File: src/hdl/ccfd_pkg.sv
package ccfd_pkg;

   localparam int DATA_BYTES    = 30;
   localparam int JOINT_COUNT   = 7;
   localparam int JOINT_FIELDS  = 7;

   localparam int FRAME_LEN     = DATA_BYTES + 9;
   localparam int POS_W         = $clog2(FRAME_LEN + 2);
   localparam int PAYLOAD_FIRST = 7;
   localparam int PAYLOAD_LEN   = 29;
   localparam int OFF_W         = $clog2(PAYLOAD_LEN);
   localparam int RAM_DEPTH     = (PAYLOAD_LEN + 3) / 4;
   localparam int RAM_AW        = $clog2(RAM_DEPTH);
   localparam int GRIP_WORD     = (PAYLOAD_LEN - 1) / 4;
   localparam int GRIP_LANE     = (PAYLOAD_LEN - 1) % 4;

   localparam logic [7:0]  START_RESET   = 8'hA5;
   localparam logic [15:0] COMMAND_RESET = 16'h0302;
   localparam logic [7:0]  HCRC_INIT     = 8'hFF;
   localparam logic [15:0] FCRC_INIT     = 16'hFFFF;

   localparam logic CSR_START   = 1'b0;
   localparam logic CSR_COMMAND = 1'b1;

   typedef logic [2:0] status_type;

   localparam status_type ST_OK        = 3'd0;
   localparam status_type ST_WRONG_LEN = 3'd1;
   localparam status_type ST_BAD_START = 3'd2;
   localparam status_type ST_HEADER   = 3'd3;
   localparam status_type ST_DATA_LEN  = 3'd4;
   localparam status_type ST_COMMAND   = 3'd5;
   localparam status_type ST_FRAME_CRC = 3'd6;

   typedef struct packed {
      logic       valid;
      status_type status;
   } res_type;

   function automatic logic [7:0] crc8_step(input logic [7:0] crc, input logic [7:0] b);
      logic [7:0] c;
      c = crc ^ b;
      for (int i = 0; i < 8; i++) begin
         c = c[0] ? ((c >> 1) ^ 8'h8C) : (c >> 1);
      end
      return c;
   endfunction

   function automatic logic [15:0] crc16_step(input logic [15:0] crc, input logic [7:0] b);
      logic [15:0] c;
      c = crc ^ {8'h00, b};
      for (int i = 0; i < 8; i++) begin
         c = c[0] ? ((c >> 1) ^ 16'h8408) : (c >> 1);
      end
      return c;
   endfunction

endpackage

File: src/hdl/ccfd_ram.sv
module ccfd_ram #(
   parameter int WIDTH = 32,
   parameter int DEPTH = 8
) (
   input  logic                     clock,
   input  logic                     wr_en,
   input  logic [$clog2(DEPTH)-1:0] wr_addr,
   input  logic [WIDTH-1:0]         wr_data,
   input  logic                     rd_en,
   input  logic [$clog2(DEPTH)-1:0] rd_addr,
   output logic [WIDTH-1:0]         rd_data
);

   logic [WIDTH-1:0] mem_ff [DEPTH];
   logic [WIDTH-1:0] rd_data_ff;

   always_ff @(posedge clock) begin
      if (wr_en) begin
         mem_ff[wr_addr] <= wr_data;
      end
      if (rd_en) begin
         rd_data_ff <= mem_ff[rd_addr];
      end
   end

   assign rd_data = rd_data_ff;

endmodule

File: src/hdl/ccfd_check.sv
module ccfd_check import ccfd_pkg::*; (
   input  logic              clock,
   input  logic              reset,
   input  logic              accept,
   input  logic [7:0]        rx_byte,
   input  logic              burst_end,
   input  logic [7:0]        start_byte,
   input  logic [15:0]       command_code,
   output res_type           res,
   output logic              wr_en,
   output logic [RAM_AW-1:0] wr_addr,
   output logic [31:0]       wr_data
);

   logic [POS_W-1:0] pos_ff, pos_in;
   logic [7:0]       hcrc_ff, hcrc_in;
   logic [15:0]      fcrc_ff, fcrc_in;
   status_type       fault_ff, fault_in;
   logic [7:0]       len_lo_ff, len_lo_in;
   logic [7:0]       cmd_lo_ff, cmd_lo_in;
   logic [7:0]       crc_lo_ff, crc_lo_in;
   logic [23:0]      acc_ff, acc_in;

   status_type       code;
   logic [POS_W-1:0] off_full;
   logic [OFF_W-1:0] off;
   logic             in_payload;

   assign off_full   = pos_ff - POS_W'(PAYLOAD_FIRST);
   assign off        = off_full[OFF_W-1:0];
   assign in_payload = (pos_ff >= POS_W'(PAYLOAD_FIRST))
                    && (pos_ff < POS_W'(PAYLOAD_FIRST + PAYLOAD_LEN));

   always_comb begin
      pos_in    = pos_ff;
      hcrc_in   = hcrc_ff;
      fcrc_in   = fcrc_ff;
      fault_in  = fault_ff;
      len_lo_in = len_lo_ff;
      cmd_lo_in = cmd_lo_ff;
      crc_lo_in = crc_lo_ff;
      acc_in    = acc_ff;
      code      = ST_OK;
      wr_en     = 1'b0;
      wr_addr   = off[RAM_AW+1:2];
      wr_data   = (off[1:0] == 2'd3) ? {rx_byte, acc_ff} : {24'h000000, rx_byte};
      res.valid  = 1'b0;
      res.status = ST_OK;
      if (accept) begin
         if (pos_ff < POS_W'(FRAME_LEN)) begin
            if (pos_ff <= POS_W'(3)) begin
               hcrc_in = crc8_step(hcrc_ff, rx_byte);
            end
            if (pos_ff <= POS_W'(FRAME_LEN - 3)) begin
               fcrc_in = crc16_step(fcrc_ff, rx_byte);
            end
            if (pos_ff == POS_W'(0)) begin
               if (rx_byte != start_byte) begin
                  code = ST_BAD_START;
               end
            end else if (pos_ff == POS_W'(1)) begin
               len_lo_in = rx_byte;
            end else if (pos_ff == POS_W'(2)) begin
               if ({rx_byte, len_lo_ff} != 16'(DATA_BYTES)) begin
                  code = ST_DATA_LEN;
               end
            end else if (pos_ff == POS_W'(4)) begin
               if (rx_byte != hcrc_ff) begin
                  code = ST_HEADER;
               end
            end else if (pos_ff == POS_W'(5)) begin
               cmd_lo_in = rx_byte;
            end else if (pos_ff == POS_W'(6)) begin
               if ({rx_byte, cmd_lo_ff} != command_code) begin
                  code = ST_COMMAND;
               end
            end else if (pos_ff == POS_W'(FRAME_LEN - 2)) begin
               crc_lo_in = rx_byte;
            end else if (pos_ff == POS_W'(FRAME_LEN - 1)) begin
               if ({rx_byte, crc_lo_ff} != fcrc_ff) begin
                  code = ST_FRAME_CRC;
               end
            end
            if (in_payload) begin
               acc_in = {rx_byte, acc_ff[23:8]};
               wr_en  = (off[1:0] == 2'd3) || (off == OFF_W'(PAYLOAD_LEN - 1));
            end
         end
         if (code != ST_OK && (fault_ff == ST_OK || code < fault_ff)) begin
            fault_in = code;
         end
         if (pos_ff <= POS_W'(FRAME_LEN)) begin
            pos_in = pos_ff + POS_W'(1);
         end
         if (burst_end) begin
            res.valid  = 1'b1;
            res.status = (pos_in != POS_W'(FRAME_LEN)) ? ST_WRONG_LEN : fault_in;
            pos_in    = '0;
            hcrc_in   = HCRC_INIT;
            fcrc_in   = FCRC_INIT;
            fault_in  = ST_OK;
            len_lo_in = 8'h00;
            cmd_lo_in = 8'h00;
            crc_lo_in = 8'h00;
         end
      end
   end

   always_ff @(posedge clock) begin
      if (reset) begin
         pos_ff    <= '0;
         hcrc_ff   <= HCRC_INIT;
         fcrc_ff   <= FCRC_INIT;
         fault_ff  <= ST_OK;
         len_lo_ff <= 8'h00;
         cmd_lo_ff <= 8'h00;
         crc_lo_ff <= 8'h00;
      end else begin
         pos_ff    <= pos_in;
         hcrc_ff   <= hcrc_in;
         fcrc_ff   <= fcrc_in;
         fault_ff  <= fault_in;
         len_lo_ff <= len_lo_in;
         cmd_lo_ff <= cmd_lo_in;
         crc_lo_ff <= crc_lo_in;
      end
   end

   always_ff @(posedge clock) begin
      acc_ff <= acc_in;
   end

endmodule

File: src/hdl/ccfd_slot.sv
module ccfd_slot import ccfd_pkg::*; (
   input  logic              clock,
   input  logic              reset,
   input  res_type           res,
   output logic              rd_en,
   output logic [RAM_AW-1:0] rd_addr,
   input  logic [31:0]       rd_data,
   output logic              free,
   output logic              out_valid,
   input  logic              out_ready,
   output status_type        out_status,
   output logic [31:0]       out_joint [JOINT_FIELDS],
   output logic [7:0]        out_gripper
);

   localparam logic [1:0] S_IDLE = 2'd0;
   localparam logic [1:0] S_FILL = 2'd1;
   localparam logic [1:0] S_FULL = 2'd2;

   logic [1:0]        state_ff, state_in;
   logic [RAM_AW:0]   cnt_ff, cnt_in;
   status_type        status_ff, status_in;
   logic [31:0]       joint_ff [JOINT_FIELDS];
   logic [7:0]        grip_ff;
   logic [RAM_AW-1:0] cap_idx;
   logic [RAM_AW:0]   cnt_dec;
   logic              capture;

   assign cnt_dec = cnt_ff - (RAM_AW + 1)'(1);
   assign cap_idx = cnt_dec[RAM_AW-1:0];
   assign capture = (state_ff == S_FILL) && (cnt_ff != '0);
   assign rd_en   = (state_ff == S_FILL) && (cnt_ff < (RAM_AW + 1)'(RAM_DEPTH));
   assign rd_addr = cnt_ff[RAM_AW-1:0];
   assign free    = (state_ff == S_IDLE) || ((state_ff == S_FULL) && out_ready);

   always_comb begin
      state_in  = state_ff;
      cnt_in    = cnt_ff;
      status_in = status_ff;
      unique case (state_ff) inside
         S_IDLE, S_FULL: begin
            if (state_ff == S_FULL && out_ready) begin
               state_in = S_IDLE;
            end
            if (free && res.valid) begin
               status_in = res.status;
               cnt_in    = '0;
               state_in  = (res.status == ST_OK) ? S_FILL : S_FULL;
            end
         end
         S_FILL: begin
            cnt_in = cnt_ff + (RAM_AW + 1)'(1);
            if (cnt_ff == (RAM_AW + 1)'(RAM_DEPTH)) begin
               state_in = S_FULL;
            end
         end
         default: begin
            state_in = S_IDLE;
         end
      endcase
   end

   always_ff @(posedge clock) begin
      if (reset) begin
         state_ff  <= S_IDLE;
         cnt_ff    <= '0;
         status_ff <= ST_OK;
      end else begin
         state_ff  <= state_in;
         cnt_ff    <= cnt_in;
         status_ff <= status_in;
      end
   end

   always_ff @(posedge clock) begin
      if (free && res.valid && res.status != ST_OK) begin
         for (int j = 0; j < JOINT_FIELDS; j++) begin
            joint_ff[j] <= 32'h0;
         end
         grip_ff <= 8'h00;
      end else if (capture) begin
         for (int j = 0; j < JOINT_FIELDS; j++) begin
            if (cap_idx == RAM_AW'(j)) begin
               joint_ff[j] <= (j < JOINT_COUNT) ? rd_data : 32'h0;
            end
         end
         if (cap_idx == RAM_AW'(GRIP_WORD)) begin
            grip_ff <= rd_data[8*GRIP_LANE +: 8];
         end
      end
   end

   assign out_valid   = (state_ff == S_FULL);
   assign out_status  = status_ff;
   assign out_joint   = joint_ff;
   assign out_gripper = grip_ff;

endmodule

File: src/hdl/crc_checked_control_frame_deframer.sv
// Control-frame deframer for a serial receive path.
// req channel: one received byte per word in req_tdata, req_tlast marks the
// last byte before an idle line. Each tlast word closes a burst and yields
// one rsp word: status in rsp_tuser, seven joint words and the gripper byte
// in rsp_tdata (all zero unless status is ok).
// Bytes are taken one per cycle except a stalled tlast word; CRC8 header
// and CRC16 frame checks run on the fly, payload bytes are packed into
// 32-bit words of an 8-entry RAM. A result with ok status reaches
// rsp_tvalid once the slot has read every RAM word back through the
// registered read port; a failed frame shows rsp_tvalid on the next cycle.
// The result sits in an output slot while the next burst keeps streaming;
// only a tlast word waits (req_tready low) while the slot is still filling
// or holds a result the receiver has not taken.
// Reset clears the framing state and the slot, and loads start byte 0xA5
// and command 0x0302. csr registers: start_byte at 0x0, command_code at 0x4;
// write them only while no burst is in flight.
module crc_checked_control_frame_deframer import ccfd_pkg::*; (
   input  logic         clock,
   input  logic         reset,
   input  logic         req_tvalid,
   output logic         req_tready,
   input  logic [7:0]   req_tdata,   // [7:0] rx_byte
   input  logic         req_tlast,
   output logic         rsp_tvalid,
   input  logic         rsp_tready,
   output logic [231:0] rsp_tdata,   // joint_0..joint_6 (32 each), gripper
   output logic [2:0]   rsp_tuser,   // status
   input  logic         csr_psel,
   input  logic         csr_penable,
   input  logic         csr_pwrite,
   input  logic [2:0]   csr_paddr,
   input  logic [31:0]  csr_pwdata,
   output logic [31:0]  csr_prdata,
   output logic         csr_pready
);

   logic [7:0]        start_byte_ff;
   logic [15:0]       command_code_ff;
   logic              csr_wr;
   logic              accept;
   res_type           res;
   logic              wr_en;
   logic [RAM_AW-1:0] wr_addr;
   logic [31:0]       wr_data;
   logic              rd_en;
   logic [RAM_AW-1:0] rd_addr;
   logic [31:0]       rd_data;
   logic              slot_free;
   logic [31:0]       joint [JOINT_FIELDS];
   logic [7:0]        gripper;

   assign csr_pready = 1'b1;
   assign csr_wr     = csr_psel && csr_penable && csr_pwrite && csr_pready;
   assign csr_prdata = (csr_paddr[2] == CSR_COMMAND) ? {16'h0000, command_code_ff}
                                                     : {24'h000000, start_byte_ff};

   always_ff @(posedge clock) begin
      if (reset) begin
         start_byte_ff   <= START_RESET;
         command_code_ff <= COMMAND_RESET;
      end else if (csr_wr) begin
         if (csr_paddr[2] == CSR_START) begin
            start_byte_ff <= csr_pwdata[7:0];
         end else begin
            command_code_ff <= csr_pwdata[15:0];
         end
      end
   end

   assign req_tready = !req_tlast || slot_free;
   assign accept     = req_tvalid && req_tready;

   ccfd_check u_check (
      .clock        (clock),
      .reset        (reset),
      .accept       (accept),
      .rx_byte      (req_tdata),
      .burst_end    (req_tlast),
      .start_byte   (start_byte_ff),
      .command_code (command_code_ff),
      .res          (res),
      .wr_en        (wr_en),
      .wr_addr      (wr_addr),
      .wr_data      (wr_data)
   );

   ccfd_ram #(
      .WIDTH (32),
      .DEPTH (RAM_DEPTH)
   ) u_ram (
      .clock   (clock),
      .wr_en   (wr_en),
      .wr_addr (wr_addr),
      .wr_data (wr_data),
      .rd_en   (rd_en),
      .rd_addr (rd_addr),
      .rd_data (rd_data)
   );

   ccfd_slot u_slot (
      .clock       (clock),
      .reset       (reset),
      .res         (res),
      .rd_en       (rd_en),
      .rd_addr     (rd_addr),
      .rd_data     (rd_data),
      .free        (slot_free),
      .out_valid   (rsp_tvalid),
      .out_ready   (rsp_tready),
      .out_status  (rsp_tuser),
      .out_joint   (joint),
      .out_gripper (gripper)
   );

   assign rsp_tdata = {gripper, joint[6], joint[5], joint[4], joint[3],
                       joint[2], joint[1], joint[0]};

   a_fail_zero: assert property (@(posedge clock) disable iff (reset)
      (rsp_tvalid && rsp_tuser != ST_OK) |-> (rsp_tdata == '0))
      else $error("failed frame carries payload");

   a_stall_last: assert property (@(posedge clock) disable iff (reset)
      !req_tready |-> req_tlast)
      else $error("non-final byte stalled");

   a_no_collide: assert property (@(posedge clock) disable iff (reset)
      (wr_en && rd_en) |-> (wr_addr != rd_addr))
      else $error("payload write hits word under readout");

   a_result_taken: assert property (@(posedge clock) disable iff (reset)
      (accept && req_tlast && res.status != ST_OK) |=> rsp_tvalid)
      else $error("failed frame result not presented");

endmodule

File: config.mk
export PLATFORM = sky130hd
export DESIGN_NAME = crc_checked_control_frame_deframer
export DESIGN_NICKNAME = d
export VERILOG_FILES = /design/src/hdl/ccfd_pkg.sv /design/src/hdl/ccfd_ram.sv /design/src/hdl/ccfd_check.sv /design/src/hdl/ccfd_slot.sv /design/src/hdl/crc_checked_control_frame_deframer.sv
export SDC_FILE = /design/constraint.sdc
export NUM_CORES = 1
export LEC_CHECK = 0
export ABC_AREA = 1
export BUFFER_PORTS_ARGS = -buffer_cell sky130_fd_sc_hd__buf_2
export CORE_MARGIN = 5
export CORE_UTILIZATION = 55
export CTS_BUF_LIST = sky130_fd_sc_hd__clkbuf_4
export DETAILED_ROUTE_END_ITERATION = 10
export PLACE_DENSITY = 0.76
export SYNTH_ARGS = -nofsm -noshare
export SYNTH_HDL_FRONTEND = slang
export SYNTH_HIERARCHICAL = 1
export SYNTH_SLANG_ARGS = --single-unit
File: constraint.sdc
create_clock -name clock -period 19.75 [get_ports clock]
set_clock_uncertainty 0.05 [all_clocks]
set_input_delay 2.9625 -clock clock [delete_from_list [all_inputs] [get_ports clock]]
set_output_delay 2.9625 -clock clock [all_outputs]
set_load 0.02 [all_outputs]
# --- After elaboration in Yosys (flattened, before gate mapping) ---
# Memory sizes are Yosys's and may differ from the RTL's. A register that Yosys moved wholly into a read port is not among the register bits.
# Index checks and enable logic that the tools add are counted.
word_totals:
  reg_bits: 346
  ram_bits: 256
  input_bits: 51
  output_inout_bits: 270
  word_cells: 216
  mem_count: 1
classes:
  n_addsub: 4
  n_lt_le_gt_ge: 8
  n_eq_ne: 34
  mux: 79
  bitwise_logic: 19
  n_reduce_logical: 50
mem_list:
  columns: ["memory", "words", "word_bits", "rd", "rd_clocked_by_memory_dff", "write_ports", "line_no", "rtl"]
  rows:
  - ["u_ram.mem_ff", 8, 32, 1, 1, 1, "ccfd_ram.sv:14", "logic [WIDTH-1:0] mem_ff [DEPTH];"]
ops:
  columns: ["op", "count"]
  rows:
  - ["$mux W8", 31]
  - ["$mux W16", 12]
  - ["$mux W3", 16]
  - ["$not A2 Y3", 16]
  - ["$mux W32", 1]
  - ["$ne A16 B16 Y1", 2]
  - ["$reduce_and A2 Y1", 13]
  - ["$eq A6 B3 Y1 const B", 3]
  - ["$mux W6", 3]
  - ["$ne A16 B5 Y1 const B", 1]
  - ["$ne A8 B8 Y1", 2]
  - ["$xor A16 B8 Y16", 1]
  - ["$ne A2 B2 Y1 const B", 7]
  - ["$reduce_bool A2 Y1", 7]
  - ["$eq A3 B3 Y1 const B", 4]
  - ["$eq A6 B6 Y1 const B", 2]
  - ["$le A6 B6 Y1 const B", 2]
  - ["$lt A6 B6 Y1 const B", 2]
  - ["$mux W2", 6]
  - ["$mux W4", 3]
  - ["$logic_and A1 B1 Y1", 10]
  - ["$logic_not A3 Y1", 3]
  - ["$reduce_and A3 Y1", 3]
  - ["$reduce_and A9 Y1", 1]
  - ["33 further kinds", 43]

# --- Depth between registers and ports, before layout ---
# Gate-level depths: netlist of run 1.
logic_depth:
  word_depth: 23
  mapped_depth: 32
  depth_no_buf: 30

# --- By module ---
# Netlist of run 1, hierarchy kept.
modules_own_cells:
  columns: ["module", "instances", "cells_per_inst", "area_per_inst_um2", "seq_area_each_um2"]
  rows:
  - ["ccfd_ram", 1, 1156, 12192.9, 8648.3]
  - ["ccfd_slot", 1, 1265, 9177.6, 4824.6]
  - ["ccfd_check", 1, 729, 4879.7, 1861.8]
  - ["crc_checked_control_frame_deframer", 1, 207, 1286.2, 480.5]

# --- Worst setup path after synthesis of run 1 ---
# No wires, ideal clock.
synth_timing:
  path_kind: "in2reg"
  start: "input port rsp_tready"
  end: "memory u_ram.mem_ff[1][0], enable pin"
  setup_ps: 421
  arrival_ps: 7778
  required_ps: 19279
  path_slack_ps: 11501
  path_stages: 10
  n_path_buf: 1
  path_cell_list: "inv_1 a21oi_2 inv_1 a21boi_0 inv_1 clkbuf_1 a211oi_1 a21boi_0 nand2_1 nor2_1"
synth_between:
  elab_chain_cells: 7
synth_rtl:
  columns: ["item", "line_no", "rtl"]
  rows:
  - ["from (decl)", "crc_checked_control_frame_deframer.sv:25", "input logic rsp_tready,"]
  - ["$logic_and A1 B1 Y1", "ccfd_slot.sv:34", "assign free = (state_ff == S_IDLE) || ((state_ff == S_FULL) && out_ready);"]
  - ["$logic_or A1 B1 Y1", "ccfd_slot.sv:34", null]
  - ["named net slot_free", "crc_checked_control_frame_deframer.sv:48", "logic slot_free;"]
  - ["$logic_or A1 B1 Y1", "crc_checked_control_frame_deframer.sv:70", "assign req_tready = !req_tlast || slot_free;"]
  - ["$logic_and A1 B1 Y1", "crc_checked_control_frame_deframer.sv:71", "assign accept = req_tvalid && req_tready;"]
  - ["named net accept", "crc_checked_control_frame_deframer.sv:40", "logic accept;"]
  - ["$mux W1", "ccfd_check.sv:49", "if (accept) begin"]
  - ["named net wr_en", "crc_checked_control_frame_deframer.sv:42", "logic wr_en;"]
  - ["$mux W1", "ccfd_ram.sv:18", "if (wr_en) begin"]
  - ["$mux W1 (not written as such)", "ccfd_ram.sv:19", "mem_ff[wr_addr] <= wr_data;"]
  - ["to (decl)", "ccfd_ram.sv:14", null]
# The timed path passes the listed nets, and every way through them passes these cells.

==> flow_metrics.env, run 1 <==
export IMPL_outcome="finished, final reports clean"
export IMPL_htreeDepth=4
export IMPL_hp_class="flip-flop to flip-flop"
export IMPL_peakVddDrop_v=0.0000472
export IMPL_cap_violations=0
export IMPL_vias_per_cell=5.09
export IMPL_fillCellCount=4216
export IMPL_ant_nets=0
export IMPL_top_usage_layer="met2"
export IMPL_cts_tree="done"
export IMPL_grt_antenna_before_repair=2
export IMPL_worst_path_max_fanout=96
export IMPL_met1_usage_pct=33.2
export IMPL_dp_hpwl_um=44500
export IMPL_synth_fa_ha_area_share_pct=0.545
export IMPL_fin_area_um2=31200
export IMPL_synth_async_sr_flop_share_pct=0
export IMPL_root_buffer="clkbuf_4"
export IMPL_synthCells=3357
export IMPL_arrival_ns=8.05
export IMPL_swShare_pct=25.7
export IMPL_fp_dieArea_um2=54600
export IMPL_io_pins=321
export IMPL_dr_pass1_iters=6
export IMPL_layout_nets=3725
export IMPL_insertion_delay_ns=0.97
export IMPL_synth_xor_area_share_pct=1.44
export IMPL_wire_per_inst_um=15.9
export IMPL_vias=22600
export IMPL_grt_pass1_wl_um=109000
export IMPL_slew_headroom_pct=23.2
export IMPL_comb_power_share_pct=9.3
export IMPL_post_cts_buffers=0
export IMPL_synth_top_area_cell="edfxtp_1"
export IMPL_grt_max_degree=104
export IMPL_worstMarginPinSlew_ns=1.15
export IMPL_place_congestion=0.866
export IMPL_start_kind="input port"
export IMPL_syn_to_final_growth_pct=13.3
export IMPL_fin_tns_setup_ns=0
export IMPL_synth_edf_count=312
export IMPL_utilization_pct=62.6
export IMPL_cpPeakStageDelay_ns=0.77
export IMPL_synthesis_area_um2=27500
export IMPL_yosysUniqueCellTypes=43
export IMPL_cellInternalPower_w=0.00208
export IMPL_mostFrequentLayoutCells="991 x nand2_1, 465 x nor2_1, 424 x inv_1"
export IMPL_p_per_area_nw_per_um2=89.9
export IMPL_critical_path_required_ns=20.56
export IMPL_clock_sinks=634
export IMPL_fin_crit_ns=7.24
export IMPL_power_leakage_nw=15.5
export IMPL_core_area_um2=49900
export IMPL_pwr_share_seq_pct=51.4
export IMPL_finalHoldViolCount=0
export IMPL_grt_pass1_vias=20400
export IMPL_postCtsHoldBufs=0
export IMPL_initial_core_util_pct=55.2
export IMPL_ys_top_cells_by_area="edfxtp_1 34%, dfxtp_1 23%, nand2_1 14%, nor2_1 6.5%, inv_1 5.8%"
export IMPL_finalMaxSlewViolations=0
export IMPL_die_y_um=234
export IMPL_path_clk_slew_ns=0.07
export IMPL_synth_seq_cells=634
export IMPL_fmax_mhz=138
export IMPL_port_buffers=285
export IMPL_num_rows=82
export IMPL_dominantRegCellSynth="dfxtp_1"
export IMPL_first_iter_violations=1938
export IMPL_clkPwrFrac_pct=39.2
export IMPL_worst_path_max_delay_cell="buf_4"
export IMPL_cts_buffers=158
export IMPL_global_route_usage_met2_pct=40.2
export IMPL_drc=0
export IMPL_grt_ovfl_total=0
export IMPL_setup_viol=0
export IMPL_synth_simple_area_share_pct=25.9
export IMPL_synth_top_area_share_pct=34.0
export IMPL_post_cts_resized=0
export IMPL_synth_seq_area_share_pct=57.4
export IMPL_routed_wl_um=70800
export IMPL_die_x_um=234
export IMPL_worst_path_most_repeated_cell="nand2_1"
export IMPL_rsz0062_at_grt="no"
export IMPL_synth_top_family_by_area="simple AND/OR/NAND/NOR gates"
export IMPL_synth_compound_area_share_pct=4.89
export IMPL_period_share_pct=36.7
export IMPL_synth_mux_area_share_pct=0
export IMPL_clock_tree_buffer_depth=3
export IMPL_yosys_warnings=6
export IMPL_syn_avg_cell_area_um2=8.20
export IMPL_track_usage_pct=25.1
export IMPL_cp_end_kind="flip-flop"
export IMPL_drive_gt1_share_pct=16.6
export IMPL_path_class="input port to flip-flop"
export IMPL_dpl_cell_area_um2=29200
export IMPL_met3_usage_pct=5.79
export IMPL_switching_power_w=0.000722
export IMPL_final_common_cell="nand2_1"
export IMPL_hold_ws_ns=0.378
-- area by class of cell --
class / instances / area, um^2 / area share, %
Sequential cell: 634 / 15800 / 50.7
Multi-Input combinational cell: 2102 / 9170 / 29.4
Clock buffer: 233 / 1750 / 5.61
Inverter: 450 / 1690 / 5.42
Timing Repair Buffer: 316 / 1660 / 5.32
Tap cell: 672 / 841 / 2.69
Clock inverter: 38 / 267 / 0.854
Antenna cell: 4 / 10.0 / 0.0321
-- path summary, 6_finish.rpt --
path | start | to | slack (ns) | depth (start not counted)
worst max register to register | u_check/pos_ff[0] | u_slot/out_joint[36] | 14.18 | 29
worst min-delay path | u_check/acc_ff[9] | u_check/acc_ff[1] | 0.38 | 0
worst min register to register | u_check/acc_ff[9] | u_check/acc_ff[1] | 0.38 | 0
worst max-delay path | req_tdata[6] | u_slot/out_joint[36] | 12.51 | 32
-- registers in the layout, indices dropped and copies added, names as in the netlist, 4 cells and up --
signal,cells
u_check/hcrc_ff,8
u_ram/mem_ff,256
u_slot/out_joint,224
u_slot/cnt_ff,4
u_check/pos_ff,6
start_byte_ff,8
u_check/fcrc_ff,16
u_check/len_lo_ff,8
u_check/acc_ff,24
u_check/crc_lo_ff,8
command_code_ff,16
u_slot/out_gripper,8
u_check/cmd_lo_ff,8
u_ram/rd_data,32
-- cell usage after synthesis, types with 2 or more instances --
cell type / n
nand3_1: 175
xor2_1: 14
buf_1: 9
conb_1: 2
buf_6: 12
inv_1: 424
xnor2_2: 3
o22ai_1: 3
a211oi_1: 3
o21ai_1: 29
a21boi_0: 3
nor2_4: 5
a21oi_1: 67
edfxtp_1: 312
ha_1: 12
buf_4: 36
buf_2: 66
or2_2: 2
clkbuf_1: 63
nor3_1: 106
dfxtp_1: 322
inv_2: 26
o211ai_1: 5
nand2_2: 3
nor2_2: 6
nand2_1: 991
o21ai_0: 140
nor2_1: 474
nand4_1: 7
xnor2_1: 24
-- power by group through the flow --
stage               logic, W  clock network (W)  registers (W)
floorplan           0.000166                  0        0.00149
global placement    0.000254                  0        0.00147
detailed placement  0.000259                  0        0.00147
CTS                 0.000260            0.00113        0.00144
global route        0.000289            0.00120        0.00145
finish              0.000262            0.00110        0.00144
-- worst max-delay path: cells and delay by family --
kind / cells / cell delay (ns)
AO/OA/AOI/OAI: 1 / 0.22
adder cells (fa/ha/maj): 1 / 0.26
buffers and inverters: 7 / 2.10
AND/OR/NAND/NOR: 23 / 2.38
-- per-layer routing --
layer	wire, um	vias to the layer above
li1	-	11100
met1	29900	10400
met2	32700	969
met3	6010	145
met4	2120	0
met5	0	-
-- cells by family after synthesis --
family	after synthesis
DFF	634
other	2
adders and majority gates	12
buffers and inverters	636
xor gates and xnor gates	42
and+or+nand+nor	1774
AOI/OAI and AO/OA	257
-- per-stage QoR --
step | setup slack (ns) | total power [W] | cells
6_report | 12.51 | 0.00281 | 4449
5_1_grt | 12.11 | 0.00294 | 4449
4_1_cts | 12.73 | 0.00283 | 4445
3_5_place_dp | 11.68 | 0.00173 | 4174
3_3_place_gp | 11.73 | 0.00172 | 4174
2_1_floorplan | 11.50 | 0.00166 | 3372
Note: power is estimated with default switching activity, not from simulation.
==> run 2: changes to the inputs <==
==> constraint.sdc (replaced) <==
create_clock -name clock -period 6.95 [get_ports clock]
set_clock_uncertainty 0.05 [all_clocks]
set_input_delay 1.0425 -clock clock [delete_from_list [all_inputs] [get_ports clock]]
set_output_delay 1.0425 -clock clock [all_outputs]
set_load 0.02 [all_outputs]
==> run 2 against run 1 <==
  * Non-clock buffer count rose by 3
  * Core utilization rose by 0.24 points
  * Combinational power grew to 2.8 times the previous value
  * Final cell count increased by 0.16%
  * Clock power increased to 3.0 times the previous value
  * Clock-buffer cell count is 6 higher
  * Sequential power increased to 2.8 times the previous value
  * Cell area increased by 0.38%
  * Die area unchanged
  * Critical path depth decreased by 4
  * Critical endpoint is now u_slot/out_gripper[5]
==> flow_metrics.env, run 2 (synthesis gave the netlist of run 1 again) <==
export IMPL_finalMaxSlewViolations=0
export IMPL_rsz0062_at_grt="no"
export IMPL_grt_pass1_wl_um=108000
export IMPL_final_common_cell="nand2_1"
export IMPL_layout_nets=3730
export IMPL_insertion_delay_ns=0.95
export IMPL_dp_hpwl_um=43900
export IMPL_fin_crit_ns=4.40
export IMPL_critical_path_required_ns=7.75
export IMPL_peakVddDrop_v=0.000113
export IMPL_cp_end_kind="flip-flop"
export IMPL_cap_violations=0
export IMPL_core_area_um2=49900
export IMPL_root_buffer="clkbuf_4"
export IMPL_largest_reg_flops=256
export IMPL_post_cts_buffers=0
export IMPL_fp_dieArea_um2=54600
export IMPL_arrival_ns=5.20
export IMPL_cts_buffers=160
export IMPL_reg2reg_depth=28
export IMPL_grt_max_degree=168
export IMPL_worst_path_most_repeated_cell="nand2_1"
export IMPL_largest_register="u_ram/mem_ff"
export IMPL_initial_core_util_pct=55.2
export IMPL_outcome="finished, final reports clean"
export IMPL_cpPeakStageDelay_ns=0.50
export IMPL_finalHoldViolCount=0
export IMPL_routed_wl_um=69300
export IMPL_slew_headroom_pct=23.0
export IMPL_dr_pass1_iters=7
export IMPL_period_share_pct=63.3
export IMPL_start_kind="flip-flop"
export IMPL_port_buffers=285
export IMPL_hp_class="input port to flip-flop"
export IMPL_io_pins=321
export IMPL_grt_antenna_before_repair=1
export IMPL_first_iter_violations=1979
export IMPL_vias_per_cell=5.03
export IMPL_met1_usage_pct=32.6
export IMPL_die_y_um=234
export IMPL_fmax_mhz=227
export IMPL_worst_path_max_delay_cell="buf_12"
export IMPL_grt_pass1_vias=20400
export IMPL_syn_to_final_growth_pct=13.8
export IMPL_hold_ws_ns=0.291
export IMPL_setup_viol=0
export IMPL_cts_tree="done"
export IMPL_mostFrequentLayoutCells="991 x nand2_1, 465 x nor2_1, 424 x inv_1"
export IMPL_fin_tns_setup_ns=0
export IMPL_hold_path_cell_count=3
export IMPL_track_usage_pct=24.9
export IMPL_met3_usage_pct=6.84
export IMPL_placed_cells=4177
export IMPL_path_clk_slew_ns=0.06
export IMPL_grt_ovfl_total=0
export IMPL_wire_per_inst_um=15.6
export IMPL_stdcell_count=4456
export IMPL_top_usage_layer="met2"
export IMPL_clock_tree_buffer_depth=3
export IMPL_place_congestion=0.866
export IMPL_worstMarginPinSlew_ns=1.15
export IMPL_p_per_area_nw_per_um2=258
export IMPL_drive_gt1_share_pct=16.8
export IMPL_clock_sinks=634
export IMPL_htreeDepth=4
export IMPL_num_rows=82
export IMPL_power_leakage_nw=15.5
export IMPL_post_cts_resized=0
export IMPL_global_route_usage_met2_pct=40.0
export IMPL_die_x_um=234
export IMPL_worst_path_max_fanout=167
export IMPL_postCtsHoldBufs=0
export IMPL_ant_nets=0
export IMPL_path_class="flip-flop to flip-flop"
export IMPL_vias=22400
export IMPL_drc=0
-- run 2: cell count changes in the layout (fill, tap and decap cells not counted), sizes merged --
cell	delta
diode	-2
bufinv	+2
clkinvlp	-1
clkinv	-2
inv	+1
clkbuf	+6
buf	+3
-- run 2: through the flow --
stage               area (um^2)  setup WS (ns)  util [%]  power (W)
floorplan                 27600          0.621         -    0.00471
global placement          29200           1.95      58.6    0.00490
detailed placement        29200           1.89      58.6    0.00492
CTS                       31300           2.65      62.8    0.00816
global route              31300           2.05      62.8    0.00846
finish                    31300           2.55      62.8    0.00809
-- run 2: worst paths after layout --
path | from | to | slack, ns
max | u_check/pos_ff[0] | u_slot/out_gripper[5] | 2.55
max reg2reg | u_check/pos_ff[0] | u_slot/out_gripper[5] | 2.55
min | csr_pwdata[8] | command_code_ff[8] | 0.29
min reg2reg | u_check/acc_ff[8] | u_check/acc_ff[0] | 0.40
-- run 2: cell type report --
class	count	area, um^2
diodes	2	5.00
clock buffers	239	1790
clock inverters	38	310
fillers	4214	18500
inverters	450	1690
multi-input cells	2102	9170
flip-flops and latches	634	15800
well taps	672	841
repair buffers	319	1690
-- run 2: per-layer routing --
layer	part of all wire [%]	wire, um
met1	42	29200
met3	9.3	6460
met5	0	0
met2	46	32000
met4	2.3	1590
-- run 2: report_power, final --
group / leakage, nW / internal, W / switching, W
logic: 8.66 / 0.000234 / 0.000509
registers: 5.61 / 0.00401 / 0.0000866
clock network: 1.26 / 0.00179 / 0.00146
total: 15.5 / 0.00604 / 0.00205
-- run 2: critical path, delay by kind of cell, from the launching register on --
kind	cells	cell delay [ns]
simple gates	19	2.00
buf+inv	6	1.18
flops	1	0.37
fa+ha+maj	2	0.37
compound gates	1	0.23
